===== src/rtl/mtg_pkg.sv =====
// ----------------------------------------------------------------------------
// mtg_pkg
// Shared types and constants of the 32-bit twister word generator.
// ----------------------------------------------------------------------------
package mtg_pkg;

    // Store geometry
    localparam int unsigned MT_DEPTH = 624;
    localparam int unsigned MT_SHIFT = 397;

    typedef logic [31:0] t_word;
    typedef logic [9:0]  t_addr;

    // Twist, tempering and seeding constants
    localparam t_word MT_MATRIX       = 32'h9908_b0df;
    localparam t_word MT_UPPER        = 32'h8000_0000;
    localparam t_word MT_LOWER        = 32'h7fff_ffff;
    localparam t_word MT_TEMPER_B     = 32'h9d2c_5680;
    localparam t_word MT_TEMPER_C     = 32'hefc6_0000;
    localparam t_word MT_INIT_MUL     = 32'd1812433253;
    localparam t_word MT_DEFAULT_SEED = 32'd5489;

    localparam t_addr ADDR_LAST  = t_addr'(MT_DEPTH - 1);
    localparam t_addr ADDR_SHIFT = t_addr'(MT_SHIFT);
    localparam t_addr ADDR_DEPTH = t_addr'(MT_DEPTH);

    // Command passed from the front end to the back end
    typedef struct packed {
        logic fill;
    } t_cmd;

endpackage


===== src/rtl/mtg_queue.sv =====
// ----------------------------------------------------------------------------
// mtg_queue
// Short command queue between the front end and the back end.
// ----------------------------------------------------------------------------
module mtg_queue #(
    parameter int unsigned DEPTH = 2
) (
    input  logic          i_clk,
    input  logic          i_rst_n,
    input  logic          i_push,
    input  mtg_pkg::t_cmd i_cmd,
    output logic          o_full,
    input  logic          i_pop,
    output logic          o_empty,
    output mtg_pkg::t_cmd o_cmd
);

    import mtg_pkg::*;

    localparam int unsigned PTR_W = $clog2(DEPTH);
    localparam int unsigned CNT_W = $clog2(DEPTH + 1);
    localparam logic [PTR_W-1:0] PTR_LAST = PTR_W'(DEPTH - 1);
    localparam logic [CNT_W-1:0] CNT_FULL = CNT_W'(DEPTH);

    t_cmd             r_slot [DEPTH];
    logic [PTR_W-1:0] r_wr_ptr;
    logic [PTR_W-1:0] r_rd_ptr;
    logic [CNT_W-1:0] r_count;
    logic [PTR_W-1:0] n_wr_ptr;
    logic [PTR_W-1:0] n_rd_ptr;
    logic [CNT_W-1:0] n_count;
    logic             push_ok;
    logic             pop_ok;

    assign o_full  = (r_count == CNT_FULL);
    assign o_empty = (r_count == '0);
    assign o_cmd   = r_slot[r_rd_ptr];
    assign push_ok = i_push && !o_full;
    assign pop_ok  = i_pop && !o_empty;

    // Advance pointers with wrap at the queue depth
    always_comb begin
        n_wr_ptr = r_wr_ptr;
        n_rd_ptr = r_rd_ptr;
        n_count  = r_count;
        if (push_ok) begin
            n_wr_ptr = (r_wr_ptr == PTR_LAST) ? '0 : r_wr_ptr + 1'b1;
        end
        if (pop_ok) begin
            n_rd_ptr = (r_rd_ptr == PTR_LAST) ? '0 : r_rd_ptr + 1'b1;
        end
        if (push_ok && !pop_ok) begin
            n_count = r_count + 1'b1;
        end else if (pop_ok && !push_ok) begin
            n_count = r_count - 1'b1;
        end
    end

    always_ff @(posedge i_clk) begin
        if (!i_rst_n) begin
            r_wr_ptr <= '0;
            r_rd_ptr <= '0;
            r_count  <= '0;
        end else begin
            r_wr_ptr <= n_wr_ptr;
            r_rd_ptr <= n_rd_ptr;
            r_count  <= n_count;
        end
    end

    // Store the entry
    always_ff @(posedge i_clk) begin
        if (push_ok) begin
            r_slot[r_wr_ptr] <= i_cmd;
        end
    end

endmodule


===== config.mk =====
export PLATFORM = sky130hd
export DESIGN_NAME = mtg_queue
export DESIGN_NICKNAME = d
export VERILOG_FILES = /design/src/rtl/mtg_pkg.sv /design/src/rtl/mtg_queue.sv
export SDC_FILE = /design/constraint.sdc
export NUM_CORES = 1
export LEC_CHECK = 0
export ABC_AREA = 1
export BUFFER_PORTS_ARGS = -buffer_cell sky130_fd_sc_hd__buf_2
export CAP_MARGIN = 20
export CORE_AREA = 2 2 39 41
export CTS_BUF_LIST = sky130_fd_sc_hd__clkbuf_2
export DETAILED_ROUTE_END_ITERATION = 10
export DIE_AREA = 0 0 41 43
export PLACE_DENSITY = 0.45
export SKIP_LAST_GASP = 1
export SYNTH_ARGS = -nofsm -noshare
export SYNTH_HDL_FRONTEND = slang
export SYNTH_SLANG_ARGS = --single-unit

===== constraint.sdc =====
create_clock -name i_clk -period 1.8 [get_ports i_clk]
set_clock_uncertainty 0.2 [all_clocks]
set_input_delay 0.18 -clock i_clk [delete_from_list [all_inputs] [get_ports i_clk]]
set_output_delay 0.18 -clock i_clk [all_outputs]
set_load 0.01 [all_outputs]

==> impl_metrics.toml <==
[routing]
drc_errors = 0
drtAntennaViolNets = 0
wl_per_cell_um = 8.296
drt-total-wl_um = 589
detailroute.via_count = 277
drt-initial-drc-count = 6
drt-pass1-iter-count = 4
via_per_inst = 3.901

[timing]
setup_violations = 0
hold_vio_cnt_final = 0
fmax_mhz = 649.3
slew_headroom = 0.8775
finalSetupTns_ns = 0
finalMaxSlewViolations = 0
rsz0062_at_grt = "no"
fin_crit_sh = 0.8556
min_period_ns = 1.540
hold_slack_ns = 0.1035
worstMarginPinSlew_ns = 0.1831

[flow_run]
maxCapViolCount = 0

[layout]
finish.instance_area_um2 = 422.9
fillers = 158
nets = 62
layout-drive-gt1-share = 0.3091
final_core_utilization = 0.3056
area_growth_syn_to_layout_pct = 32.55
antenna_cells_inserted = 0

[setup_path]
timing.critical_path.slowest_stage_cell = "sky130_fd_sc_hd__dfxtp_1"
crit_start = "r_count[1]"
worstPathCellList = "inv_1 -> o21ai_2 -> inv_1 -> ha_1 -> inv_1 -> nand3_1 -> nand2_1 -> inv_1 -> nor2_1"
cell_type_with_the_highest_occurrence_count_on_the_critical_path = "sky130_fd_sc_hd__inv_1"
cp_slowest_stage_delay_ns = 0.35
timing.critical_path.fanout_max = 3
end_kind = "register"
category_of_the_worst_setup_path_launch_point = "register"
worst-setup-path-type = "reg2reg"
critPathArrivalTime_ns = 1.51
critical_path.reg2reg.startpoint = "r_count[1]"
crit_required_ns = 1.77

[logic_synthesis]
post_synth.cell_area_avg_um2 = 7.782
dominantRegCellSynth = "sky130_fd_sc_hd__dfxtp_1"
ys_async_sr_fraction = 0
netlist_area_um2 = 319.1
synth.most_common_cell = "sky130_fd_sc_hd__nor2_1"
netlist_top_cells_count = "10 x sky130_fd_sc_hd__nor2_1, 8 x sky130_fd_sc_hd__inv_1, 6 x sky130_fd_sc_hd__nand2_1, 5 x sky130_fd_sc_hd__dfxtp_1"
synth_enable_flop_cells = 2
yosys_cell_types = 14
synth_top_cells_by_area = "sky130_fd_sc_hd__dfxtp_1 31%, sky130_fd_sc_hd__edfxtp_1 19%, sky130_fd_sc_hd__nor2_1 12%"
post-synth-top-area-cell = "sky130_fd_sc_hd__dfxtp_1"
yosysTopAreaCellShare = 0.3137
yosysWarningCount = 0
synth-seq-cells = 7
mappedNetlistNets = 47
synth_sequential_area_ratio = 0.5020
synthesized_instance_count = 41

[power]
p_total_uw = 607.5
power-per-cell-area_mw_per_mm2 = 1437
max-vdd-ir-drop_mv = 0.3190
static-leakage-power_nw = 0.2115

[placement]
gp_congestion = 0.6899
dp_hpwl_um = 454.1
io_buffers = 7
placement.cell_area_um2 = 374.1

[floorplan]
dieArea_mm2 = 0.001763
initial_core_util = 0.2306
fp.dieH_um = 43
placementRows = 14
core_outline_area_mm2 = 0.001384
design.portCount = 8
die-width_um = 41

[clocking]
tritoncts = "done"
clk_transition_reported_paths_ns = 0.08
cts_max_path_buffers = 2
cts-buffers-inserted = 3
clock_sinks = 7
worstSkewPairLatency_ns = 0.23
cts_htree_levels = 1
clock_tree.root_cell = "sky130_fd_sc_hd__clkbuf_2"

[global_routing]
overflow_left_after_global_routing = 0
grt_antenna_before_repair = 0
maximum_number_of_pins_on_one_net_before_global_route_repair = 6
global_route.usage.total = 0.1035
grt_pass1_wl_um = 1083
first_global_vias = 263

[hold_path]
startpoint_of_the_most_critical_hold_path = "i_push"
hold_class = "in2reg"

[run_status]
run_status = "completed"
-- critical path, delay by kind of cell, from the launching register on --
| family | cells | cell delay (ns) |
|---|---|---|
| compound gates | 1 | 0.16 |
| fa+ha+maj | 1 | 0.30 |
| buf+inv | 4 | 0.27 |
| flops | 1 | 0.35 |
| simple gates | 3 | 0.21 |
-- routing by layer --
| metal | global-route usage | vias to the layer above | wire length [um] | part of all wire |
|---|---|---|---|---|
| li1 | - | 153 | - | - |
| met1 | 0.1226 | 115 | 286 | 0.49 |
| met2 | 0.1188 | 7 | 268 | 0.46 |
| met3 | 0.04712 | 2 | 22 | 0.037 |
| met4 | 0.1200 | 0 | 11 | 0.019 |
| met5 | 0 | - | 0 | 0 |
-- logic make-up after synthesis --
group	count (synthesis)	share of synthesized area
flip-flops	7	0.5020
adder cells (fa/ha/maj)	1	0.03921
AO/OA/AOI/OAI	4	0.07450
multiplexers	1	0.03529
AND/OR/NAND/NOR	19	0.2432
buffers and inverters	9	0.1059
-- repair_timing --
item | in CTS | in global routing
gates resized for setup | 0 | 1
endpoints found under the hold margin | 2 | 1
hold buffers | 1 | 1
setup endpoints to repair | 0 | 1
buffers inserted | 0 | 1
-- power breakdown --
group / internal, mW / switching [mW] / leakage [nW]
logic: 0.104 / 0.141 / 0.135
registers: 0.210 / 0.0329 / 0.0604
clock network: 0.0591 / 0.0605 / 0.0166
total: 0.373 / 0.234 / 0.212
-- placed cells by master (no fill, tap or decap), types with 2 or more instances in the layout --
cell                            instances
sky130_fd_sc_hd__o21ai_0                2
sky130_fd_sc_hd__nand2_1                6
sky130_fd_sc_hd__nor2_1                10
sky130_fd_sc_hd__dfxtp_1                4
sky130_fd_sc_hd__dlygate4sd3_1          2
sky130_fd_sc_hd__edfxtp_1               2
sky130_fd_sc_hd__buf_2                  7
sky130_fd_sc_hd__inv_1                  8
sky130_fd_sc_hd__clkbuf_2               4
-- path summary, 6_finish.rpt --
path	endpoint	slack (ns)	depth (start not counted)
max reg2reg	r_count[1]	0.26	9
min reg2reg	register	0.30	2
min	r_wr_ptr	0.10	5
max	r_count[1]	0.26	9
-- final cells by class --
| cell class | instances | area, um^2 | share of cell area |
|---|---|---|---|
| repair buffers | 10 | 62.56 | 0.1479 |
| flip-flops and latches | 7 | 161.4 | 0.3817 |
| inverters | 9 | 33.78 | 0.07988 |
| multi-input cells | 25 | 125.1 | 0.2959 |
| clock buffers | 4 | 20.02 | 0.04734 |
| well taps | 16 | 20.02 | 0.04734 |
-- per-stage QoR --
stage               instances  setup slack (ns)
global route               71           0.01475
global placement           64            0.1791
finish                     71            0.2599
detailed placement         64            0.1933
CTS                        69            0.1614
floorplan                  41            0.2781
No activity file was read; power rests on OpenSTA's default activity.
